--- config.mk ---
export PLATFORM = sky130hd
export DESIGN_NAME = ax25_address_encoder_core_flat
export DESIGN_NICKNAME = d
export VERILOG_FILES = /design/src/rtl/core/ax25e_pkg.sv /design/src/rtl/core/ax25e_if.sv /design/src/rtl/core/ax25e_front.sv /design/src/rtl/core/ax25e_queue.sv /design/src/rtl/core/ax25e_back.sv /design/src/rtl/core/ax25_address_encoder_core.sv /design/src/flat_wrapper.sv
export SDC_FILE = /design/constraint.sdc
export NUM_CORES = 1
export LEC_CHECK = 0
export BUFFER_PORTS_ARGS = -buffer_cell sky130_fd_sc_hd__buf_2
export CAP_MARGIN = 20
export CELL_PAD_IN_SITES_DETAIL_PLACEMENT = 0
export CELL_PAD_IN_SITES_GLOBAL_PLACEMENT = 1
export CORE_MARGIN = 4
export CORE_UTILIZATION = 50
export CTS_CLUSTER_DIAMETER = 50
export DETAILED_ROUTE_END_ITERATION = 7
export GPL_TIMING_DRIVEN = 0
export PLACE_DENSITY_LB_ADDON = 0.1
export SLEW_MARGIN = 10
export SYNTH_ARGS = -nofsm -noshare
export SYNTH_HDL_FRONTEND = slang
export SYNTH_SLANG_ARGS = --single-unit
--- constraint.sdc ---
create_clock -name clk -period 8.3 [get_ports clk]
set_clock_uncertainty 0.2 [all_clocks]
set_input_delay 1.66 -clock clk [delete_from_list [all_inputs] [get_ports clk]]
set_output_delay 1.66 -clock clk [all_outputs]
set_load 0.01 [all_outputs]
--- src/rtl/core/ax25e_pkg.sv ---
// ---------------------------------------------------------------------------
// ax25e_pkg
// Shared constants and types of the AX.25 address encoder.
// ---------------------------------------------------------------------------
package ax25e_pkg;

	localparam int CALLSIGN_LEN = 6;
	localparam int CNT_W        = $clog2(CALLSIGN_LEN + 1);
	localparam int IDX_W        = (CALLSIGN_LEN > 1) ? $clog2(CALLSIGN_LEN) : 1;
	localparam int SSID_W       = 7;
	localparam int QDEPTH       = 2;
	localparam int QPTR_W       = $clog2(QDEPTH);
	localparam int QCNT_W       = $clog2(QDEPTH + 1);

	localparam logic [7:0] CH_SPACE = 8'h20;
	localparam logic [7:0] CH_COLON = 8'h3a;
	localparam logic [7:0] CH_ZERO  = 8'h30;
	localparam logic [7:0] CH_NINE  = 8'h39;
	localparam logic [7:0] CH_A     = 8'h41;
	localparam logic [7:0] CH_Z     = 8'h5a;
	localparam logic [SSID_W-1:0] SSID_MAX = SSID_W'(15);
	localparam logic [2:0] SSID_HEAD = 3'b011;

	typedef logic [7:0] byte_t;

	typedef struct packed {
		logic                           err;
		logic [CNT_W-1:0]               count;
		logic [CALLSIGN_LEN-1:0][7:0]   callsign;
		logic [7:0]                     ssid_byte;
	} job_t;

	typedef struct packed {
		logic full;
		logic empty;
	} q_status_t;

endpackage

--- src/rtl/core/ax25e_if.sv ---
// ---------------------------------------------------------------------------
// ax25e interfaces
// Valid/ready channels for address characters and encoded octets.
// ---------------------------------------------------------------------------
interface ax25e_char_if;
	logic       valid;
	logic       ready;
	logic [7:0] char_code;
	logic       end_of_address;
	logic       final_address;

	modport source (output valid, char_code, end_of_address, final_address, input ready);
	modport sink (input valid, char_code, end_of_address, final_address, output ready);
endinterface

interface ax25e_octet_if;
	logic       valid;
	logic       ready;
	logic [7:0] out_byte;
	logic       error;
	logic       last;

	modport source (output valid, out_byte, error, last, input ready);
	modport sink (input valid, out_byte, error, last, output ready);
endinterface

--- src/rtl/core/ax25e_front.sv ---
// ---------------------------------------------------------------------------
// ax25e_front
// Character parser: checks address text and posts one job per address.
// ---------------------------------------------------------------------------
module ax25e_front (
	input  logic                 clk,
	input  logic                 arst_n,
	ax25e_char_if.sink           chars,
	input  ax25e_pkg::q_status_t qstat,
	output logic                 push,
	output ax25e_pkg::job_t      job
);

	logic [7:0]                           store_q [ax25e_pkg::CALLSIGN_LEN];
	logic [ax25e_pkg::CNT_W-1:0]          count_q, count_n;
	logic                                 in_ssid_q, in_ssid_n;
	logic [ax25e_pkg::SSID_W-1:0]         value_q, value_n;
	logic [1:0]                           digits_q, digits_n;
	logic                                 bad_q, bad_n;
	logic                                 wr_store;
	logic                                 digit, upper, colon, accept;
	logic [ax25e_pkg::SSID_W-1:0]         dval;

	assign chars.ready = !qstat.full;
	assign accept      = chars.valid && chars.ready;

	assign digit = (chars.char_code >= ax25e_pkg::CH_ZERO) && (chars.char_code <= ax25e_pkg::CH_NINE);
	assign upper = (chars.char_code >= ax25e_pkg::CH_A) && (chars.char_code <= ax25e_pkg::CH_Z);
	assign colon = (chars.char_code == ax25e_pkg::CH_COLON);
	assign dval  = ax25e_pkg::SSID_W'(chars.char_code - ax25e_pkg::CH_ZERO);

	always_comb begin
		count_n  = count_q;
		in_ssid_n = in_ssid_q;
		value_n  = value_q;
		digits_n = digits_q;
		bad_n    = bad_q;
		wr_store = 1'b0;
		if (!bad_q) begin
			if (!in_ssid_q) begin
				if (colon) begin
					in_ssid_n = 1'b1;
				end else if (digit || upper) begin
					if (count_q < ax25e_pkg::CNT_W'(ax25e_pkg::CALLSIGN_LEN)) begin
						wr_store = 1'b1;
						count_n  = count_q + ax25e_pkg::CNT_W'(1);
					end else begin
						bad_n = 1'b1;
					end
				end else begin
					bad_n = 1'b1;
				end
			end else begin
				if (digit && digits_q < 2'd2) begin
					value_n  = {value_q[ax25e_pkg::SSID_W-4:0], 3'b000}
						+ {value_q[ax25e_pkg::SSID_W-2:0], 1'b0} + dval;
					digits_n = digits_q + 2'd1;
				end else begin
					bad_n = 1'b1;
					if (digit) begin
						digits_n = 2'd3;
					end
				end
			end
		end
	end

	always_comb begin
		for (int i = 0; i < ax25e_pkg::CALLSIGN_LEN; i++) begin
			job.callsign[i] = (wr_store && count_q == ax25e_pkg::CNT_W'(i))
				? chars.char_code : store_q[i];
		end
		job.count     = count_n;
		job.err       = bad_n || !in_ssid_n || (digits_n == 2'd0) || (value_n > ax25e_pkg::SSID_MAX);
		job.ssid_byte = {ax25e_pkg::SSID_HEAD, value_n[3:0], chars.final_address};
	end

	assign push = accept && chars.end_of_address;

	always_ff @(posedge clk) begin
		if (accept && wr_store) begin
			store_q[count_q[ax25e_pkg::IDX_W-1:0]] <= chars.char_code;
		end
	end

	always_ff @(posedge clk or negedge arst_n) begin
		if (!arst_n) begin
			count_q   <= '0;
			in_ssid_q <= 1'b0;
			value_q   <= '0;
			digits_q  <= '0;
			bad_q     <= 1'b0;
		end else if (accept) begin
			if (chars.end_of_address) begin
				count_q   <= '0;
				in_ssid_q <= 1'b0;
				value_q   <= '0;
				digits_q  <= '0;
				bad_q     <= 1'b0;
			end else begin
				count_q   <= count_n;
				in_ssid_q <= in_ssid_n;
				value_q   <= value_n;
				digits_q  <= digits_n;
				bad_q     <= bad_n;
			end
		end
	end

endmodule

--- src/rtl/core/ax25e_queue.sv ---
// ---------------------------------------------------------------------------
// ax25e_queue
// Short job queue between parser and octet emitter.
// ---------------------------------------------------------------------------
module ax25e_queue (
	input  logic                 clk,
	input  logic                 arst_n,
	input  logic                 push,
	input  ax25e_pkg::job_t      wr_job,
	input  logic                 pop,
	output ax25e_pkg::job_t      rd_job,
	output ax25e_pkg::q_status_t qstat
);

	ax25e_pkg::job_t                 mem_q [ax25e_pkg::QDEPTH];
	logic [ax25e_pkg::QPTR_W-1:0]    wr_ptr_q, rd_ptr_q;
	logic [ax25e_pkg::QCNT_W-1:0]    cnt_q;

	assign qstat.full  = (cnt_q == ax25e_pkg::QCNT_W'(ax25e_pkg::QDEPTH));
	assign qstat.empty = (cnt_q == '0);
	assign rd_job      = mem_q[rd_ptr_q];

	always_ff @(posedge clk) begin
		if (push) begin
			mem_q[wr_ptr_q] <= wr_job;
		end
	end

	always_ff @(posedge clk or negedge arst_n) begin
		if (!arst_n) begin
			wr_ptr_q <= '0;
			rd_ptr_q <= '0;
			cnt_q    <= '0;
		end else begin
			if (push) begin
				wr_ptr_q <= (wr_ptr_q == ax25e_pkg::QPTR_W'(ax25e_pkg::QDEPTH - 1))
					? '0 : wr_ptr_q + ax25e_pkg::QPTR_W'(1);
			end
			if (pop) begin
				rd_ptr_q <= (rd_ptr_q == ax25e_pkg::QPTR_W'(ax25e_pkg::QDEPTH - 1))
					? '0 : rd_ptr_q + ax25e_pkg::QPTR_W'(1);
			end
			if (push && !pop) begin
				cnt_q <= cnt_q + ax25e_pkg::QCNT_W'(1);
			end else if (pop && !push) begin
				cnt_q <= cnt_q - ax25e_pkg::QCNT_W'(1);
			end
		end
	end

endmodule

--- src/rtl/core/ax25e_back.sv ---
// ---------------------------------------------------------------------------
// ax25e_back
// Octet emitter: walks the head job and drives the output register.
// ---------------------------------------------------------------------------
module ax25e_back (
	input  logic                 clk,
	input  logic                 arst_n,
	input  ax25e_pkg::job_t      job,
	input  ax25e_pkg::q_status_t qstat,
	output logic                 pop,
	ax25e_octet_if.source        octets
);

	logic [ax25e_pkg::CNT_W-1:0] idx_q;
	logic                        valid_q;
	logic [7:0]                  byte_q;
	logic                        error_q, last_q;
	logic                        load, at_ssid;
	logic [7:0]                  ch, byte_n;
	logic                        error_n, last_n;

	assign load    = !qstat.empty && (!valid_q || octets.ready);
	assign at_ssid = (idx_q == ax25e_pkg::CNT_W'(ax25e_pkg::CALLSIGN_LEN));

	always_comb begin
		ch = (idx_q < job.count) ? job.callsign[idx_q[ax25e_pkg::IDX_W-1:0]]
			: ax25e_pkg::CH_SPACE;
		if (job.err) begin
			byte_n  = '0;
			error_n = 1'b1;
			last_n  = 1'b1;
		end else if (at_ssid) begin
			byte_n  = job.ssid_byte;
			error_n = 1'b0;
			last_n  = 1'b1;
		end else begin
			byte_n  = {ch[6:0], 1'b0};
			error_n = 1'b0;
			last_n  = 1'b0;
		end
	end

	assign pop = load && last_n;

	always_ff @(posedge clk) begin
		if (load) begin
			byte_q  <= byte_n;
			error_q <= error_n;
			last_q  <= last_n;
		end
	end

	always_ff @(posedge clk or negedge arst_n) begin
		if (!arst_n) begin
			valid_q <= 1'b0;
			idx_q   <= '0;
		end else begin
			if (load) begin
				valid_q <= 1'b1;
				idx_q   <= last_n ? '0 : idx_q + ax25e_pkg::CNT_W'(1);
			end else if (octets.ready) begin
				valid_q <= 1'b0;
			end
		end
	end

	assign octets.valid    = valid_q;
	assign octets.out_byte = byte_q;
	assign octets.error    = error_q;
	assign octets.last     = last_q;

endmodule

--- src/rtl/core/ax25_address_encoder_core.sv ---
// ---------------------------------------------------------------------------
// ax25_address_encoder_core
// AX.25 address field encoder: CALL:SSID text in, address octets out.
//
// channel  dir  payload
// chars    in   char_code[7:0], end_of_address, final_address
// octets   out  out_byte[7:0], error, last
//
// One character is taken per cycle while the job queue has room.
// A valid address yields seven octets from the emitter, an invalid one a single error octet.
// With two jobs queued the parser stalls until the emitter retires one.
// Reset clears parser state, queue pointers and the output valid.
// ---------------------------------------------------------------------------
module ax25_address_encoder_core (
	input  logic           clk,
	input  logic           arst_n,
	ax25e_char_if.sink     chars,
	ax25e_octet_if.source  octets
);

	ax25e_pkg::job_t      wr_job, rd_job;
	ax25e_pkg::q_status_t qstat;
	logic                 push, pop;

	ax25e_front u_front (
		.clk    (clk),
		.arst_n (arst_n),
		.chars  (chars),
		.qstat  (qstat),
		.push   (push),
		.job    (wr_job)
	);

	ax25e_queue u_queue (
		.clk    (clk),
		.arst_n (arst_n),
		.push   (push),
		.wr_job (wr_job),
		.pop    (pop),
		.rd_job (rd_job),
		.qstat  (qstat)
	);

	ax25e_back u_back (
		.clk    (clk),
		.arst_n (arst_n),
		.job    (rd_job),
		.qstat  (qstat),
		.pop    (pop),
		.octets (octets)
	);

endmodule

--- src/flat_wrapper.sv ---
// flat-port wrapper written by rule: the top's interface ports become plain ports
module ax25_address_encoder_core_flat 
  (clk, arst_n, chars_valid, chars_char_code, chars_end_of_address, chars_final_address, chars_ready, octets_valid, octets_out_byte, octets_error, octets_last, octets_ready);
  ax25e_char_if chars_i ();
  ax25e_octet_if octets_i ();
  input  logic clk;
  input  logic arst_n;
  input wire logic [$bits(chars_i.valid)-1:0] chars_valid;
  input wire logic [$bits(chars_i.char_code)-1:0] chars_char_code;
  input wire logic [$bits(chars_i.end_of_address)-1:0] chars_end_of_address;
  input wire logic [$bits(chars_i.final_address)-1:0] chars_final_address;
  output wire logic [$bits(chars_i.ready)-1:0] chars_ready;
  output wire logic [$bits(octets_i.valid)-1:0] octets_valid;
  output wire logic [$bits(octets_i.out_byte)-1:0] octets_out_byte;
  output wire logic [$bits(octets_i.error)-1:0] octets_error;
  output wire logic [$bits(octets_i.last)-1:0] octets_last;
  input wire logic [$bits(octets_i.ready)-1:0] octets_ready;
  assign chars_i.valid = chars_valid;
  assign chars_i.char_code = chars_char_code;
  assign chars_i.end_of_address = chars_end_of_address;
  assign chars_i.final_address = chars_final_address;
  assign chars_ready = chars_i.ready;
  assign octets_valid = octets_i.valid;
  assign octets_out_byte = octets_i.out_byte;
  assign octets_error = octets_i.error;
  assign octets_last = octets_i.last;
  assign octets_i.ready = octets_ready;
  ax25_address_encoder_core u_core (.clk(clk), .arst_n(arst_n), .chars(chars_i), .octets(octets_i));
endmodule
-- After elaboration in Yosys (flattened, before gate mapping)
Memories as Yosys holds them, arrays and structs flattened.
Index checks and enable logic that the tools add are counted.
- $add $sub $neg: 10
- order comparisons: 9
- equality and inequality tests: 8
- mux-type cells: 55
- bitwise operators: 1
- reduce and logical (&&, ||, !) cells: 33
- operators by type and width (kind ; number):
    two-way mux 8 bit ; 7
    two-way mux 7 bit ; 6
    two-way mux 1 bit ; 27
    binary-select mux 8 bit (select 3 bit) ; 1
    two-way mux 3 bit ; 7
    logical AND 1 bit ; 16
    adder 7 bit ; 2
    two-way mux 2 bit ; 7
    equality test 3 bit (second input constant) ; 3
    equality test 8 x 6 -> 1 bit (second input constant) ; 1
    greater-or-equal comparator 8 x 6 -> 1 bit (second input constant) ; 1
    greater-or-equal comparator 8 x 7 -> 1 bit (second input constant) ; 1
    less-or-equal comparator 8 x 6 -> 1 bit (second input constant) ; 1
    less-or-equal comparator 8 x 7 -> 1 bit (second input constant) ; 1
    greater-than comparator 7 x 4 -> 1 bit (second input constant) ; 1
    subtractor 7 x 6 -> 7 bit (second input constant) ; 1
    adder 3 x 1 -> 3 bit (second input constant) ; 2
    equality test 3 x 2 -> 1 bit (second input constant) ; 2
    zero test 1 bit ; 6
    logical OR 1 bit ; 5
    adder 2 x 1 -> 2 bit (second input constant) ; 2
    zero test 2 bit ; 2
    < comparator 3 x 4 -> 1 bit (second input constant) ; 1
    nonzero test 2 bit ; 2
    10 further kinds ; 11
- register bits: 32
- memory bits (writable): 162
- output and inout bits: 12
- word-level logic and storage cells: 132
- memories: 2
- memory list (name ; words ; width ; read ports ; clocked after memory_dff ; wr ports ; RTL line ; source):
    u_core.u_queue.mem_q ; 2 ; 57 ; 1 ; 0 ; 1 ; ax25e_queue.sv:15 ; ax25e_pkg::job_t mem_q [ax25e_pkg::QDEPTH];
    u_core.u_front.store_q ; 6 ; 8 ; 6 ; 0 ; 1 ; ax25e_front.sv:14 ; logic [7:0] store_q [ax25e_pkg::CALLSIGN_LEN];

-- Depth between registers and ports, before layout
- word-level depth: 10
- gate-level depth with buffers: 12

-- By module
From an unflattened synthesis, not the netlist that was laid out.
- cells, all modules: 560
- area, all modules: 9300.2 sq um
- by module, submodules not included (module ; times used ; cells an instance ; area each (sq um)):
    ax25e_queue ; 1 ; 203 ; 4818.4
    ax25e_front ; 1 ; 272 ; 3485.8
    ax25e_back ; 1 ; 85 ; 996.0

-- Worst setup path before layout
No wires, ideal clock.
- path type: in2reg
- start point: input port chars_valid
- end point: memory u_core.u_queue.mem_q[0][0] (netlist bit), enable pin
- library setup time: 460 ps
- data arrival time: 4372 ps
- data required time: 7640 ps
- path slack: 3268 ps
- stages on the path: 4
- path buffers: 1
- path through: and2_1 clkbuf_1 nand2_1 nor2_1
- cells in the longest elaborated chain, start to end: 4
- RTL lines (element ; RTL line ; source):
    start, declared ; flat_wrapper.sv:8 ; input wire logic [$bits(chars_i.valid)-1:0] chars_valid;
    logical AND 1 bit ; ax25e_front.sv:25 ; assign accept = chars.valid && chars.ready;
    logical AND 1 bit ; ax25e_front.sv:78 ; assign push = accept && chars.end_of_address;
    two-way mux 1 bit ; ax25e_queue.sv:24 ; if (push) begin
    two-way mux 1 bit (implied by the code) ; ax25e_queue.sv:25 ; mem_q[wr_ptr_q] <= wr_job;
    end, declared ; ax25e_queue.sv:15 ;
No other way between the ends.

-- Worst setup path in the final report
- start point: input port chars_char_code[4]
- end point: memory u_core.u_front.store_q[0][2], enable pin
- cells in the longest elaborated chain, start to end: 10
- RTL lines (element ; RTL line ; source):
    start, declared ; flat_wrapper.sv:9 ; input wire logic [$bits(chars_i.char_code)-1:0] chars_char_code;
    greater-or-equal comparator 8 x 6 -> 1 bit, or another cell as far along ; ax25e_front.sv:27 ; assign digit = (chars.char_code >= ax25e_pkg::CH_ZERO) && (chars.char_code <= ax25e_pkg::CH_NINE);
    logical AND 1 bit (on tied branches) ; ax25e_front.sv:27, ax25e_front.sv:28 ;
    logical OR 1 bit ; ax25e_front.sv:43 ; end else if (digit || upper) begin
    two-way mux 1 bit ; ax25e_front.sv:43 ;
    two-way mux 1 bit * ; ax25e_front.sv:41 ; if (colon) begin
    two-way mux 1 bit * ; ax25e_front.sv:40 ; if (!in_ssid_q) begin
    two-way mux 1 bit * ; ax25e_front.sv:39 ; if (!bad_q) begin
    logical AND 1 bit * ; ax25e_front.sv:81 ; if (accept && wr_store) begin
    two-way mux 1 bit * ; ax25e_front.sv:81 ;
    two-way mux 1 bit (implied by the code) * ; ax25e_front.sv:82 ; store_q[count_q[ax25e_pkg::IDX_W-1:0]] <= chars.char_code;
    end, declared ; ax25e_front.sv:14 ;
Mark *: on every way between the ends. The rest lies on a longest branch, timed or not.

==> reports/metrics.yaml <==
clock_network:
  clk_latency_ns: 0.42
  htree_levels: 4
  clock-sinks: 176
  cts_resized: 0
  clk_path_buf_depth: 2
  cts-buffers-inserted: 17
  ctsHoldBuffers: 0
  clkTransAtPathRegs_ns: 0.06
  cts_setup_buffers: 0
  clockRootBuffer: "clkbuf_16"
  cts_tree: "built"
routing:
  initialDrtViolationCount: 238
  drtAntennaViolNets: 0
  vias: 4153
  drc: 0
  detail_route.first_pass.iterations: 4
  vias_per_cell: 5.62
  wire_per_inst_um: 21.6
  totalWireLength_mm: 16.0
status:
  status: "completed"
timing:
  finalSetupViolCount: 0
  setup_tns_ns: 0
  slew_violations: 0
  worst_slew_pin_slew_ns: 0.831
  fin_crit_sh: 0.532
  holdWs_ns: 0.293
  hold_violations: 0
  fmax_mhz: 227
  fin_crit_ns: 4.41
  rsz0062_at_grt: "no"
  max_slew_margin: 0.441
yosys:
  syn_area_sq_um: 7780
  synthArstFlopShare: 0.125
  synth_edf_count: 154
  syn_avg_cell_area_sq_um: 16.0
  syn_nets: 523
  yosysWarningCount: 0
  synthFlopType: "edfxtp_1"
  synth-seq-area-share: 0.665
  synth-seq-cells: 176
  synth_cell_type_count: 52
  syn_inst: 486
critical_path:
  required_ns: 8.22
  cp_slowest_stage_delay_ns: 0.50
  worst_path_max_delay_cell: "or3_4"
  crit_chain: "buf_2, buf_4, nand4bb_1, or3_4, a211oi_4, nand2_1, nor4_2, buf_4"
  start_kind: "input pin"
  cp_common_cell: "buf_4"
  worstPathArrival_ns: 4.34
  crit_fanout: 10
  critPathKind: "input pin to register"
  end_kind: "register"
hold_path:
  min_path_type: "register to register"
floorplanning:
  ioPinCount: 26
  num_rows: 45
  die_x_um: 133
  initial_core_util: 0.512
  dieArea_sq_um: 17600
  core_sq_um: 15200
  dieHeight_um: 133
power:
  power_density_nw_per_um2: 288
  power.leakage_uw: 0.00318
  ir_drop_v: 0.000145
global_routing:
  grtUsageTotal: 0.196
  grt_pass1_wl_mm: 25.6
  grt-ovfl-total: 0
  antenna_found_initial: 0
  grt_pass1_vias: 4399
  grt_start_max_net_pins: 30
place:
  dp_hpwl_mm: 11.4
  place.gp.congestion: 0.813
  numPortBuffers: 25
  placed_cell_area_sq_um: 8270
finish:
  diodes: 0
  nNetsFinal: 575
  design_area_sq_um: 8810
  synthToLayoutAreaGrowth_pct: 13.3
  final_layout_size_suffix_gt1_frac: 0.261
run:
  cap_violations: 0
[critical path, delay by kind of cell]
kind / cells / cell delay (ns)
compound gates: 1 / 0.48
buf+inv: 3 / 0.65
simple gates: 4 / 1.53
[layout make-up]
type | instances | area (sq um)
fill | 1176 | 6390
timing repair buffer | 33 | 243
buffer | 18 | 91.3
tap | 188 | 235
multi-input combinational | 268 | 2440
inverter | 24 | 90.1
clock buffer | 26 | 499
clock inverter | 6 | 33.8
sequential | 176 | 5170
[per-stage QoR]
stage | total power, uW | cells | worst slack (ns) | utilization
after floorplan | 1630 | 486 | 3.27 | -
after global placement | 1820 | 699 | 1.66 | 0.535
after detailed placement | 1850 | 706 | 3.29 | 0.544
after CTS | 2570 | 738 | 3.73 | 0.579
after global routing | 2680 | 739 | 3.69 | 0.580
final | 2540 | 739 | 3.89 | 0.580
[synthesized netlist by cell type, types with 11 or more instances]
library cell / instances / area, sq um
edfxtp_1: 154 / 4620
mux2_2: 44 / 495
nand2_1: 36 / 135
inv_1: 23 / 86.3
dfrtp_1: 22 / 551
mux4_2: 21 / 473
nor2_1: 20 / 75.1
ha_1: 19 / 238
o21ai_0: 18 / 90.1
mux2i_1: 14 / 140
a21oi_1: 11 / 55.1
clkbuf_1: 11 / 41.3
[flip-flops by register name (all words and copies together) (netlist names)]
name,cells
u_core.u_queue.cnt_q,2
u_core.u_back.octets.valid,1
u_core.u_front.digits_q,2
u_core.u_queue.mem_q,102
u_core.u_front.count_q,3
u_core.u_front.store_q,42
u_core.u_front.value_q,7
u_core.u_back.octets.out_byte,8
u_core.u_front.bad_q,1
u_core.u_back.octets.error,1
u_core.u_queue.rd_ptr_q,1
u_core.u_queue.wr_ptr_q,1
u_core.u_back.octets.last,1
u_core.u_front.in_ssid_q,1
u_core.u_back.idx_q,3
[metal layers]
layer  wire (um)  vias to the layer above  share of wire  global-route usage
li1            -                     1970              -                   -
met4         250                        0          0.016              0.0658
met3         765                       17          0.048              0.0357
met2        7810                       97           0.49               0.319
met5           0                        -              0                   0
met1        7130                     2069           0.45               0.268
[report_power, final]
group	switching [uW]	total (uW)	leakage [uW]	internal [uW]
logic	382	671	0.00123	289
clock network	302	714	0.000258	412
registers	53.1	1150	0.00169	1100
[placed cells by master, fill, tap and decap left out, types with 4 or more instances in the layout]
master	netlist	routed
clkbuf_1	11	16
ha_1	19	19
buf_2	4	30
mux4_2	21	21
a21oi_1	11	11
xnor2_1	7	7
mux2i_1	14	14
or4_1	6	6
nor3_1	8	8
a22oi_1	4	4
buf_4	1	5
a22o_1	4	4
mux2_2	44	44
nand2_1	36	36
edfxtp_1	154	154
fa_1	4	4
inv_1	23	23
dfrtp_1	22	22
o21ai_0	18	18
clkbuf_16	0	17
clkbuf_8	0	4
nor2_1	20	19
[path summary, 6_finish.rpt]
check / start / end / slack (ns) / depth (start not counted)
max: chars_char_code[4] / u_core.u_front.store_q[0][2]$_DFFE_PP_ / 3.89 / 8
max in group asynchronous: arst_n / u_core.u_front.count_q[1]$_DFFE_PN0P_ / 6.46 / 1
max reg2reg: u_core.u_queue.rd_ptr_q$_DFFE_PN0P_ / u_core.u_back.octets.out_byte[1]$_SDFFCE_PP0P_ / 4.86 / 9
min in group asynchronous: arst_n / u_core.u_back.idx_q[1]$_DFFE_PN0P_ / 1.05 / 1
min: u_core.u_back.octets.valid$_DFFE_PN0P_ / u_core.u_back.octets.valid$_DFFE_PN0P_ / 0.29 / 2
min reg2reg: u_core.u_back.octets.valid$_DFFE_PN0P_ / u_core.u_back.octets.valid$_DFFE_PN0P_ / 0.29 / 2
[cell families after synthesis]
family,Yosys count,synth area share
compound gates,57,0.0495
xor+xnor,11,0.0142
fa+ha+maj,23,0.0408
buf+inv,42,0.0233
flops,176,0.665
mux,79,0.142
simple gates,98,0.0645
Note: power is estimated with default switching activity, not from simulation.
